### src/hw/rtl/lsp_pkg.sv
// Types, constants and helpers shared by the layer slot packer.
`timescale 1ns / 1ps
`default_nettype none

package lsp_pkg;

    localparam int MAX_LAYERS = 1024;
    localparam int IDX_W      = $clog2(MAX_LAYERS);
    localparam int SUM_W      = 46;
    localparam int IN_W       = 36;
    localparam int CNT_W      = 8;
    localparam int MIB_W      = 20;
    localparam int MIB_SHIFT  = 20;
    localparam int TGT_W      = MIB_W + MIB_SHIFT;

    localparam int APB_AW     = 3;
    localparam int APB_DW     = 32;

    localparam int OUT_DEPTH  = 4;
    localparam int PTR_W      = $clog2(OUT_DEPTH);
    localparam int OCC_W      = $clog2(OUT_DEPTH + 1);

    typedef enum logic {
        REG_LAYERS_PER_SLOT = 1'b0,
        REG_SLOT_SIZE_MIB   = 1'b1
    } reg_idx_t;

    typedef struct packed {
        logic [CNT_W-1:0] layers_per_slot;
        logic [MIB_W-1:0] slot_size_mib;
    } cfg_t;

    typedef struct packed {
        logic [IDX_W-1:0] slot_number;
        logic [IDX_W-1:0] first_layer;
        logic [IDX_W-1:0] end_layer;
        logic [SUM_W-1:0] total;
        logic [SUM_W-1:0] attn;
        logic [SUM_W-1:0] ffn;
        logic             plan_done;
        logic             last_of_run;
    } result_t;

    // Up to two descriptors written into the result queue in one cycle.
    typedef struct packed {
        logic [1:0] count;
        result_t    res_a;
        result_t    res_b;
    } push_t;

    function automatic logic [SUM_W-1:0] sat_add(input logic [SUM_W-1:0] a,
                                                 input logic [IN_W-1:0]  b);
        logic [SUM_W:0] s;
        s = {1'b0, a} + {{(SUM_W + 1 - IN_W){1'b0}}, b};
        return s[SUM_W] ? {SUM_W{1'b1}} : s[SUM_W-1:0];
    endfunction

endpackage

`default_nettype wire

### src/hw/rtl/lsp_if.sv
// Valid/ready stream interfaces for layer items and slot descriptors.
`timescale 1ns / 1ps
`default_nettype none

interface lsp_in_if;
    logic                     valid;
    logic                     ready;
    logic [lsp_pkg::IN_W-1:0] layer_bytes;
    logic [lsp_pkg::IN_W-1:0] layer_attn_bytes;
    logic [lsp_pkg::IN_W-1:0] layer_ffn_bytes;
    logic                     final_layer;

    modport source (
        output valid, layer_bytes, layer_attn_bytes, layer_ffn_bytes, final_layer,
        input  ready
    );
    modport sink (
        input  valid, layer_bytes, layer_attn_bytes, layer_ffn_bytes, final_layer,
        output ready
    );
endinterface

interface lsp_out_if;
    logic                      valid;
    logic                      ready;
    logic [lsp_pkg::IDX_W-1:0] slot_number;
    logic [lsp_pkg::IDX_W-1:0] first_layer;
    logic [lsp_pkg::IDX_W-1:0] end_layer;
    logic [lsp_pkg::SUM_W-1:0] slot_total_bytes;
    logic [lsp_pkg::SUM_W-1:0] slot_attn_bytes;
    logic [lsp_pkg::SUM_W-1:0] slot_ffn_bytes;
    logic [lsp_pkg::SUM_W-1:0] slot_other_bytes;
    logic                      plan_done;
    logic                      last_of_run;

    modport source (
        output valid, slot_number, first_layer, end_layer, slot_total_bytes,
               slot_attn_bytes, slot_ffn_bytes, slot_other_bytes, plan_done,
               last_of_run,
        input  ready
    );
    modport sink (
        input  valid, slot_number, first_layer, end_layer, slot_total_bytes,
               slot_attn_bytes, slot_ffn_bytes, slot_other_bytes, plan_done,
               last_of_run,
        output ready
    );
endinterface

`default_nettype wire

### src/hw/rtl/layer_slot_packer_top.sv
// Path: a layer's item passes the input register and is then written into the result queue,
// which offers its descriptors one at a time; the second of a pair follows the first.
// Throughput: one layer per cycle, set by the single accumulate-and-compare stage; a layer
// that closes two slots puts two descriptors into the queue, and input stalls while the result
// queue holds more than two descriptors.
// Reset: rst_n clears the registers, the slot state and the result queue.
`timescale 1ns / 1ps
`default_nettype none

module layer_slot_packer_top (
    input  logic                         clk,
    input  logic                         rst_n,
    input  logic                         psel,
    input  logic                         penable,
    input  logic                         pwrite,
    input  logic [lsp_pkg::APB_AW-1:0]   paddr,
    input  logic [lsp_pkg::APB_DW-1:0]   pwdata,
    output logic [lsp_pkg::APB_DW-1:0]   prdata,
    output logic                         pready,
    lsp_in_if.sink                       in_ch,
    lsp_out_if.source                    out_ch
);

    lsp_pkg::cfg_t  cfg;
    lsp_pkg::push_t push;
    logic           room;

    lsp_cfg_regs u_cfg (
        .clk     (clk),
        .rst_n   (rst_n),
        .psel    (psel),
        .penable (penable),
        .pwrite  (pwrite),
        .paddr   (paddr),
        .pwdata  (pwdata),
        .prdata  (prdata),
        .pready  (pready),
        .cfg     (cfg)
    );

    lsp_core u_core (
        .clk   (clk),
        .rst_n (rst_n),
        .in_ch (in_ch),
        .cfg   (cfg),
        .room  (room),
        .push  (push)
    );

    lsp_out_buf u_out_buf (
        .clk    (clk),
        .rst_n  (rst_n),
        .push   (push),
        .room   (room),
        .out_ch (out_ch)
    );

endmodule

`default_nettype wire

### src/hw/rtl/lsp_cfg_regs.sv
// APB configuration registers of the slot packer.
`timescale 1ns / 1ps
`default_nettype none

module lsp_cfg_regs (
    input  logic                         clk,
    input  logic                         rst_n,
    input  logic                         psel,
    input  logic                         penable,
    input  logic                         pwrite,
    input  logic [lsp_pkg::APB_AW-1:0]   paddr,
    input  logic [lsp_pkg::APB_DW-1:0]   pwdata,
    output logic [lsp_pkg::APB_DW-1:0]   prdata,
    output logic                         pready,
    output lsp_pkg::cfg_t                cfg
);

    logic                          wr_en;
    lsp_pkg::reg_idx_t             reg_idx;
    logic [lsp_pkg::CNT_W-1:0]     layers_per_slot_reg;
    logic [lsp_pkg::MIB_W-1:0]     slot_size_mib_reg;

    assign pready  = 1'b1;
    assign wr_en   = psel && penable && pwrite;
    assign reg_idx = lsp_pkg::reg_idx_t'(paddr[lsp_pkg::APB_AW-1]);

    always_ff @(posedge clk or negedge rst_n)
    begin
        if (!rst_n)
        begin
            layers_per_slot_reg <= '0;
            slot_size_mib_reg   <= '0;
        end
        else if (wr_en)
        begin
            unique case (reg_idx)
                lsp_pkg::REG_LAYERS_PER_SLOT:
                    layers_per_slot_reg <= pwdata[lsp_pkg::CNT_W-1:0];
                lsp_pkg::REG_SLOT_SIZE_MIB:
                    slot_size_mib_reg <= pwdata[lsp_pkg::MIB_W-1:0];
            endcase
        end
    end

    always_comb
    begin
        unique case (reg_idx)
            lsp_pkg::REG_LAYERS_PER_SLOT:
                prdata = {{(lsp_pkg::APB_DW - lsp_pkg::CNT_W){1'b0}}, layers_per_slot_reg};
            lsp_pkg::REG_SLOT_SIZE_MIB:
                prdata = {{(lsp_pkg::APB_DW - lsp_pkg::MIB_W){1'b0}}, slot_size_mib_reg};
        endcase
    end

    assign cfg.layers_per_slot = layers_per_slot_reg;
    assign cfg.slot_size_mib   = slot_size_mib_reg;

endmodule

`default_nettype wire

### src/hw/rtl/lsp_core.sv
// Input register, slot accumulators and the per-layer close decisions.
`timescale 1ns / 1ps
`default_nettype none

module lsp_core (
    input  logic            clk,
    input  logic            rst_n,
    lsp_in_if.sink          in_ch,
    input  lsp_pkg::cfg_t   cfg,
    input  logic            room,
    output lsp_pkg::push_t  push
);

    localparam int IDX_W = lsp_pkg::IDX_W;
    localparam int SUM_W = lsp_pkg::SUM_W;
    localparam int IN_W  = lsp_pkg::IN_W;
    localparam int CNT_W = lsp_pkg::CNT_W;

    // Input register
    logic             in_valid_reg;
    logic [IN_W-1:0]  tot_reg;
    logic [IN_W-1:0]  attn_reg;
    logic [IN_W-1:0]  ffn_reg;
    logic             fin_reg;

    // Slot state
    logic [SUM_W-1:0] sum_total_reg, sum_total_next;
    logic [SUM_W-1:0] sum_attn_reg,  sum_attn_next;
    logic [SUM_W-1:0] sum_ffn_reg,   sum_ffn_next;
    logic [IDX_W-1:0] open_start_reg, open_start_next;
    logic [IDX_W-1:0] layer_cnt_reg,  layer_cnt_next;
    logic [CNT_W-1:0] slot_layers_reg, slot_layers_next;
    logic [IDX_W-1:0] slot_cnt_reg,   slot_cnt_next;

    logic                      advance;
    logic [lsp_pkg::TGT_W-1:0] target;
    logic [SUM_W:0]            sum_plus;
    logic                      size_close;
    logic                      count_close;
    logic [SUM_W-1:0]          base_total, base_attn, base_ffn;
    logic [SUM_W-1:0]          new_total, new_attn, new_ffn;
    logic [CNT_W-1:0]          base_layers, new_layers;
    logic [IDX_W-1:0]          here_inc, here_dec;
    logic [IDX_W-1:0]          slot_after_size, start_after_size;
    lsp_pkg::result_t          res_close, res_main;

    assign advance     = in_valid_reg && room;
    assign in_ch.ready = !in_valid_reg || room;

    always_ff @(posedge clk or negedge rst_n)
    begin
        if (!rst_n)
        begin
            in_valid_reg <= 1'b0;
        end
        else if (in_ch.ready)
        begin
            in_valid_reg <= in_ch.valid;
        end
    end

    always_ff @(posedge clk)
    begin
        if (in_ch.valid && in_ch.ready)
        begin
            tot_reg  <= in_ch.layer_bytes;
            attn_reg <= in_ch.layer_attn_bytes;
            ffn_reg  <= in_ch.layer_ffn_bytes;
            fin_reg  <= in_ch.final_layer;
        end
    end

    // Next-fit test: does the open slot plus this layer exceed the target?
    assign target   = {cfg.slot_size_mib, {lsp_pkg::MIB_SHIFT{1'b0}}};
    assign sum_plus = {1'b0, sum_total_reg} + {{(SUM_W + 1 - IN_W){1'b0}}, tot_reg};

    assign size_close = (cfg.layers_per_slot == '0) && (cfg.slot_size_mib != '0) &&
                        (sum_total_reg != '0) &&
                        (sum_plus > {{(SUM_W + 1 - lsp_pkg::TGT_W){1'b0}}, target});

    assign base_total  = size_close ? '0 : sum_total_reg;
    assign base_attn   = size_close ? '0 : sum_attn_reg;
    assign base_ffn    = size_close ? '0 : sum_ffn_reg;
    assign base_layers = size_close ? '0 : slot_layers_reg;

    assign new_total  = lsp_pkg::sat_add(base_total, tot_reg);
    assign new_attn   = lsp_pkg::sat_add(base_attn, attn_reg);
    assign new_ffn    = lsp_pkg::sat_add(base_ffn, ffn_reg);
    assign new_layers = (base_layers == {CNT_W{1'b1}}) ? base_layers : base_layers + 1'b1;

    assign here_inc = layer_cnt_reg + 1'b1;
    assign here_dec = layer_cnt_reg - 1'b1;

    assign slot_after_size  = size_close ? slot_cnt_reg + 1'b1 : slot_cnt_reg;
    assign start_after_size = size_close ? layer_cnt_reg : open_start_reg;

    assign count_close = !fin_reg && (cfg.layers_per_slot != '0) &&
                         (new_layers >= cfg.layers_per_slot);

    always_comb
    begin
        res_close.slot_number = slot_cnt_reg;
        res_close.first_layer = open_start_reg;
        res_close.end_layer   = here_dec;
        res_close.total       = sum_total_reg;
        res_close.attn        = sum_attn_reg;
        res_close.ffn         = sum_ffn_reg;
        res_close.plan_done   = 1'b0;
        res_close.last_of_run = !(fin_reg || count_close);

        res_main.slot_number  = slot_after_size;
        res_main.first_layer  = start_after_size;
        res_main.end_layer    = layer_cnt_reg;
        res_main.total        = new_total;
        res_main.attn         = new_attn;
        res_main.ffn          = new_ffn;
        res_main.plan_done    = fin_reg;
        res_main.last_of_run  = 1'b1;
    end

    always_comb
    begin
        push.count = '0;
        if (advance)
        begin
            push.count = {1'b0, size_close} + {1'b0, (fin_reg || count_close)};
        end
        push.res_a = size_close ? res_close : res_main;
        push.res_b = res_main;
    end

    always_comb
    begin
        sum_total_next   = sum_total_reg;
        sum_attn_next    = sum_attn_reg;
        sum_ffn_next     = sum_ffn_reg;
        open_start_next  = open_start_reg;
        layer_cnt_next   = layer_cnt_reg;
        slot_layers_next = slot_layers_reg;
        slot_cnt_next    = slot_cnt_reg;
        if (advance)
        begin
            priority if (fin_reg)
            begin
                // The final layer flushes the slot and opens a fresh plan.
                sum_total_next   = '0;
                sum_attn_next    = '0;
                sum_ffn_next     = '0;
                open_start_next  = '0;
                layer_cnt_next   = '0;
                slot_layers_next = '0;
                slot_cnt_next    = '0;
            end
            else if (count_close)
            begin
                sum_total_next   = '0;
                sum_attn_next    = '0;
                sum_ffn_next     = '0;
                open_start_next  = here_inc;
                layer_cnt_next   = here_inc;
                slot_layers_next = '0;
                slot_cnt_next    = slot_after_size + 1'b1;
            end
            else
            begin
                sum_total_next   = new_total;
                sum_attn_next    = new_attn;
                sum_ffn_next     = new_ffn;
                open_start_next  = start_after_size;
                layer_cnt_next   = here_inc;
                slot_layers_next = new_layers;
                slot_cnt_next    = slot_after_size;
            end
        end
    end

    always_ff @(posedge clk or negedge rst_n)
    begin
        if (!rst_n)
        begin
            sum_total_reg   <= '0;
            sum_attn_reg    <= '0;
            sum_ffn_reg     <= '0;
            open_start_reg  <= '0;
            layer_cnt_reg   <= '0;
            slot_layers_reg <= '0;
            slot_cnt_reg    <= '0;
        end
        else
        begin
            sum_total_reg   <= sum_total_next;
            sum_attn_reg    <= sum_attn_next;
            sum_ffn_reg     <= sum_ffn_next;
            open_start_reg  <= open_start_next;
            layer_cnt_reg   <= layer_cnt_next;
            slot_layers_reg <= slot_layers_next;
            slot_cnt_reg    <= slot_cnt_next;
        end
    end

endmodule

`default_nettype wire

### src/hw/rtl/lsp_out_buf.sv
// Result queue that takes up to two descriptors a cycle and hands out one.
`timescale 1ns / 1ps
`default_nettype none

module lsp_out_buf (
    input  logic            clk,
    input  logic            rst_n,
    input  lsp_pkg::push_t  push,
    output logic            room,
    lsp_out_if.source       out_ch
);

    localparam int PTR_W = lsp_pkg::PTR_W;
    localparam int OCC_W = lsp_pkg::OCC_W;
    localparam int SUM_W = lsp_pkg::SUM_W;

    lsp_pkg::result_t slot_mem_reg [lsp_pkg::OUT_DEPTH];
    logic [PTR_W-1:0] wr_ptr_reg, wr_ptr_next;
    logic [PTR_W-1:0] rd_ptr_reg, rd_ptr_next;
    logic [OCC_W-1:0] occ_reg,    occ_next;
    logic             pop;
    lsp_pkg::result_t head;
    logic [SUM_W-1:0] rem;

    // Room is judged on the current fill alone, so the input side never
    // waits on the output ready in the same cycle.
    assign room = occ_reg <= OCC_W'(lsp_pkg::OUT_DEPTH - 2);
    assign pop  = out_ch.valid && out_ch.ready;

    assign wr_ptr_next = wr_ptr_reg + PTR_W'(push.count);
    assign rd_ptr_next = rd_ptr_reg + PTR_W'(pop);
    assign occ_next    = occ_reg + OCC_W'(push.count) - OCC_W'(pop);

    always_ff @(posedge clk or negedge rst_n)
    begin
        if (!rst_n)
        begin
            wr_ptr_reg <= '0;
            rd_ptr_reg <= '0;
            occ_reg    <= '0;
        end
        else
        begin
            wr_ptr_reg <= wr_ptr_next;
            rd_ptr_reg <= rd_ptr_next;
            occ_reg    <= occ_next;
        end
    end

    always_ff @(posedge clk)
    begin
        if (push.count != 2'd0)
        begin
            slot_mem_reg[wr_ptr_reg] <= push.res_a;
        end
        if (push.count == 2'd2)
        begin
            slot_mem_reg[wr_ptr_reg + 1'b1] <= push.res_b;
        end
    end

    assign head = slot_mem_reg[rd_ptr_reg];

    // Other bytes are floored at zero, so both subtractions are guarded.
    assign rem = head.total - head.attn;

    always_comb
    begin
        out_ch.slot_other_bytes = '0;
        if ((head.attn <= head.total) && (head.ffn < rem))
        begin
            out_ch.slot_other_bytes = rem - head.ffn;
        end
    end

    assign out_ch.valid            = occ_reg != '0;
    assign out_ch.slot_number      = head.slot_number;
    assign out_ch.first_layer      = head.first_layer;
    assign out_ch.end_layer        = head.end_layer;
    assign out_ch.slot_total_bytes = head.total;
    assign out_ch.slot_attn_bytes  = head.attn;
    assign out_ch.slot_ffn_bytes   = head.ffn;
    assign out_ch.plan_done        = head.plan_done;
    assign out_ch.last_of_run      = head.last_of_run;

endmodule

`default_nettype wire

### src/flat_wrapper.sv
// flat-port wrapper written by rule: the top's interface ports become plain ports
module layer_slot_packer_top_flat 
  (clk, rst_n, psel, penable, pwrite, paddr, pwdata, prdata, pready, in_ch_valid, in_ch_layer_bytes, in_ch_layer_attn_bytes, in_ch_layer_ffn_bytes, in_ch_final_layer, in_ch_ready, out_ch_valid, out_ch_slot_number, out_ch_first_layer, out_ch_end_layer, out_ch_slot_total_bytes, out_ch_slot_attn_bytes, out_ch_slot_ffn_bytes, out_ch_slot_other_bytes, out_ch_plan_done, out_ch_last_of_run, out_ch_ready);
  lsp_in_if in_ch_i ();
  lsp_out_if out_ch_i ();
  input  logic clk;
  input  logic rst_n;
  input  logic psel;
  input  logic penable;
  input  logic pwrite;
  input  logic [lsp_pkg::APB_AW-1:0] paddr;
  input  logic [lsp_pkg::APB_DW-1:0] pwdata;
  output logic [lsp_pkg::APB_DW-1:0] prdata;
  output logic pready;
  input wire logic [$bits(in_ch_i.valid)-1:0] in_ch_valid;
  input wire logic [$bits(in_ch_i.layer_bytes)-1:0] in_ch_layer_bytes;
  input wire logic [$bits(in_ch_i.layer_attn_bytes)-1:0] in_ch_layer_attn_bytes;
  input wire logic [$bits(in_ch_i.layer_ffn_bytes)-1:0] in_ch_layer_ffn_bytes;
  input wire logic [$bits(in_ch_i.final_layer)-1:0] in_ch_final_layer;
  output wire logic [$bits(in_ch_i.ready)-1:0] in_ch_ready;
  output wire logic [$bits(out_ch_i.valid)-1:0] out_ch_valid;
  output wire logic [$bits(out_ch_i.slot_number)-1:0] out_ch_slot_number;
  output wire logic [$bits(out_ch_i.first_layer)-1:0] out_ch_first_layer;
  output wire logic [$bits(out_ch_i.end_layer)-1:0] out_ch_end_layer;
  output wire logic [$bits(out_ch_i.slot_total_bytes)-1:0] out_ch_slot_total_bytes;
  output wire logic [$bits(out_ch_i.slot_attn_bytes)-1:0] out_ch_slot_attn_bytes;
  output wire logic [$bits(out_ch_i.slot_ffn_bytes)-1:0] out_ch_slot_ffn_bytes;
  output wire logic [$bits(out_ch_i.slot_other_bytes)-1:0] out_ch_slot_other_bytes;
  output wire logic [$bits(out_ch_i.plan_done)-1:0] out_ch_plan_done;
  output wire logic [$bits(out_ch_i.last_of_run)-1:0] out_ch_last_of_run;
  input wire logic [$bits(out_ch_i.ready)-1:0] out_ch_ready;
  assign in_ch_i.valid = in_ch_valid;
  assign in_ch_i.layer_bytes = in_ch_layer_bytes;
  assign in_ch_i.layer_attn_bytes = in_ch_layer_attn_bytes;
  assign in_ch_i.layer_ffn_bytes = in_ch_layer_ffn_bytes;
  assign in_ch_i.final_layer = in_ch_final_layer;
  assign in_ch_ready = in_ch_i.ready;
  assign out_ch_valid = out_ch_i.valid;
  assign out_ch_slot_number = out_ch_i.slot_number;
  assign out_ch_first_layer = out_ch_i.first_layer;
  assign out_ch_end_layer = out_ch_i.end_layer;
  assign out_ch_slot_total_bytes = out_ch_i.slot_total_bytes;
  assign out_ch_slot_attn_bytes = out_ch_i.slot_attn_bytes;
  assign out_ch_slot_ffn_bytes = out_ch_i.slot_ffn_bytes;
  assign out_ch_slot_other_bytes = out_ch_i.slot_other_bytes;
  assign out_ch_plan_done = out_ch_i.plan_done;
  assign out_ch_last_of_run = out_ch_i.last_of_run;
  assign out_ch_i.ready = out_ch_ready;
  layer_slot_packer_top u_core (.clk(clk), .rst_n(rst_n), .psel(psel), .penable(penable), .pwrite(pwrite), .paddr(paddr), .pwdata(pwdata), .prdata(prdata), .pready(pready), .in_ch(in_ch_i), .out_ch(out_ch_i));
endmodule
### config.mk
export PLATFORM = sky130hd
export DESIGN_NAME = layer_slot_packer_top_flat
export DESIGN_NICKNAME = d
export VERILOG_FILES = /design/src/hw/rtl/lsp_pkg.sv /design/src/hw/rtl/lsp_if.sv /design/src/hw/rtl/layer_slot_packer_top.sv /design/src/hw/rtl/lsp_cfg_regs.sv /design/src/hw/rtl/lsp_core.sv /design/src/hw/rtl/lsp_out_buf.sv /design/src/flat_wrapper.sv
export SDC_FILE = /design/constraint.sdc
export NUM_CORES = 2
export LEC_CHECK = 0
export BUFFER_PORTS_ARGS = -buffer_cell sky130_fd_sc_hd__buf_2
export CAP_MARGIN = 20
export CORE_MARGIN = 10
export CORE_UTILIZATION = 60
export CTS_BUF_LIST = sky130_fd_sc_hd__clkbuf_4 sky130_fd_sc_hd__clkbuf_8
export CTS_CLUSTER_SIZE = 25
export DETAILED_ROUTE_END_ITERATION = 7
export HOLD_SLACK_MARGIN = 0.1
export PLACE_DENSITY_LB_ADDON = 0.3
export SKIP_CTS_REPAIR_TIMING = 1
export SYNTH_ARGS = -nofsm -noshare
export SYNTH_HDL_FRONTEND = slang
export SYNTH_SLANG_ARGS = --single-unit
### constraint.sdc
create_clock -name clk -period 21.5 [get_ports clk]
set_clock_uncertainty 0.1 [all_clocks]
set_input_delay 1.075 -clock clk [delete_from_list [all_inputs] [get_ports clk]]
set_output_delay 1.075 -clock clk [all_outputs]
set_load 0.02 [all_outputs]
==> reports/summary.txt <==
status - complete, no violations
final hold viol count - 0
CTS tree - built
area added between synthesis and finish - 10.61%
cells after synthesis - 5698
R2R depth - 44
Post-synth EDFFs - 785
setup tns final - 0 ps
core area - 0.1016 sq mm
Yosys reg bits - 1001
RSZ-0062 raised after global routing - false
Worst Tran Pin Value - 1264 ps
Setup-failing EPs final - 0
Reg area - 0.02897 sq mm
max reg flops - 680
area fraction in and, or, nand and nor cells after synthesis - 0.1143
CTS root buf - clkbuf_8
IO Pins - 402
critical path arrival - 14590 ps
I/O Buffers - 374
worst-case clock buffer depth - 3
max_cap viols - 0
H-tree depth - 4
Most used DFF post-synth - edfxtp_1
Mapped Area - 0.06133 sq mm
Pins Over Slew Limit - 0
total grt overflow - 0
CTS buffer count - 169
Compound-Gate Fraction of Synth Area - 0.2073
WL final - 203000 microns
clk_lat worst skew - 920 ps
synthesized area per cell - 10.76 sq um
initial antenna violation count - 5
hpwl dp - 132900 microns
Multi-input gate area - 0.03013 sq mm
Tmin final - 14180 ps
Final nets - 6384
drt pass-1 iters - 6
xor-xnor portion of the synthesized cell area - 0.03113
via count - 50780
mux contribution to synthesized area - 0.07751
Worst Setup Start Kind - flop
Largest stage delay, worst path - 820 ps
largest net degree at the start of global routing - 124
Starting DRT DRC Count - 6606
vias in the first global route - 48760
fin crit share - 0.6594
Core Rows - 117
Die ar. - 0.1154 sq mm
first-pass GRT wire length - 301100 microns
largest family of logic cells by synthesized area - compound AO/OA/AOI/OAI gates
initial core utilization - 0.6036
Worst setup EP type - flop
crit-path most repeated cell - a21o_1
Max-slew headroom - 0.1572
R2R Setup Slk - 7320 ps
Filler Cell Count - 7836
vias per cell - 6.800
GRT Total Usage - 0.3394
Max Fclk - 70.54 MHz
Antenna Nets Post-Route - 0
CTS sink cnt - 1001
die height - 339.7 microns
number of remaining DRC errors - 0
crit path max fanout - 76
slowest CP cell - buf_4
Syn. warnings - 0
layout cell share with drive strength beyond 1 - 0.1674
ys async rst share - 0.2118
post-synthesis sequential area ratio - 0.4722
Synth Area in Adders - 0.05880
Worst Path Required - 21910 ps
worst min path class - input port to flop
GPL Wtd Cong - 0.9854
clock slew at reported path FFs - 60 ps
synth unique cells - 95
Crit Path Category - flop to flop
routed length per placed instance - 27.18 microns
DIE WIDTH - 339.7 microns
Worst Hold Path Cells - 1
-- routing by layer --
metal / share of wire / GRT usage
met4: 0.059 / 0.1870
met3: 0.13 / 0.1008
met2: 0.45 / 0.5154
met5: 0.000064 / 0
met1: 0.37 / 0.4345
-- path summary, 6_finish.rpt --
kind	start	end
max	u_core.u_core.sum_total_reg[0]$_DFFE_PN0P_	u_core.u_out_buf.slot_mem_reg[0][112]$_DFFE_PP_
min	in_ch_layer_bytes[27]	u_core.u_core.tot_reg[27]$_DFFE_PP_
max reg2reg	u_core.u_core.sum_total_reg[0]$_DFFE_PN0P_	u_core.u_out_buf.slot_mem_reg[0][112]$_DFFE_PP_
min reg2reg	u_core.u_out_buf.slot_mem_reg[0][0]$_SDFFE_PP1N_	u_core.u_out_buf.slot_mem_reg[0][0]$_SDFFE_PP1N_
max in group asynchronous	rst_n	u_core.u_core.sum_total_reg[39]$_DFFE_PN0P_
min in group asynchronous	rst_n	u_core.u_cfg.slot_size_mib_reg[0]$_DFFE_PN0P_
-- kinds of logic (layout without fill, tap and decap cells) --
| family | Yosys count | after routing |
|---|---|---|
| multiplexers | 258 | 258 |
| AND/OR/NAND/NOR | 1477 | 1477 |
| buffers and inverters | 600 | 984 |
| flip-flops | 1001 | 1001 |
| adder cells (fa/ha/maj) | 284 | 284 |
| other | 2 | 19 |
| XOR/XNOR | 218 | 218 |
| AO/OA/AOI/OAI | 1858 | 1858 |
-- synthesized netlist by cell type (all sizes together), types with 31 or more instances --
cell | number | area share
xor2 | 91 | 0.013
nand4 | 54 | 0.0055
clkbuf | 281 | 0.017
mux2i | 53 | 0.0087
nand2b | 52 | 0.0053
xnor2 | 127 | 0.018
a31oi | 48 | 0.0049
buf | 101 | 0.0081
nor2 | 317 | 0.019
mux2 | 35 | 0.0064
ha | 277 | 0.057
inv | 217 | 0.013
o21ai | 476 | 0.039
nor4 | 31 | 0.0035
a21o | 165 | 0.020
nand3 | 71 | 0.0058
a22o | 500 | 0.071
nand2 | 542 | 0.033
dfrtp | 212 | 0.087
nor2b | 36 | 0.0037
a21oi | 346 | 0.028
and2 | 158 | 0.016
o31ai | 52 | 0.0064
and3 | 63 | 0.0064
mux4 | 170 | 0.062
nor3 | 75 | 0.0061
o21bai | 48 | 0.0059
edfxtp | 785 | 0.38
-- cell usage in the layout (no fill, tap or decap), types with 127 or more instances in the layout --
cell,count
edfxtp_1,785
nand2_1,541
a22o_1,500
o21ai_0,448
buf_2,374
a21oi_1,344
nor2_1,313
ha_1,277
inv_1,213
dfrtp_1,210
clkbuf_8,191
mux4_2,170
a21o_1,165
and2_1,157
xnor2_1,127
-- cell type report --
cell class              instances  share of cell area
well taps                    1368             0.02523
repair buffers                451             0.03730
flip-flops and latches       1001              0.4270
clock buffers                 258             0.04617
inverters                     218             0.01243
diodes                          6           0.0002213
clock inverters                57            0.007471
multi-input cells            4108              0.4442
-- metrics by stage --
step	worst slack, ps	hold slack (ps)	instances	area (sq um)	utilization
6_report	7323	231.1	7467	67830	0.6677
5_1_grt	6705	215.2	7463	67820	0.6676
4_1_cts	7670	-15.90	7456	67770	0.6671
3_5_place_dp	7757	356.2	7141	64130	0.6313
3_3_place_gp	7898	342.3	7140	64130	0.6312
2_1_floorplan	7653	331.0	5709	61370	-
-- critical path: cells and delay by family, from the launching register on --
family	cells	cell delay, ps
flops	1	540
simple gates	13	3020
mux	1	360
fa+ha+maj	6	2060
compound gates	17	4610
xor+xnor	1	170
buf+inv	6	2780
Power is left out: the tool's default activity adds up to more than one toggle a clock period on the data nets, which glitch-free logic cannot reach.
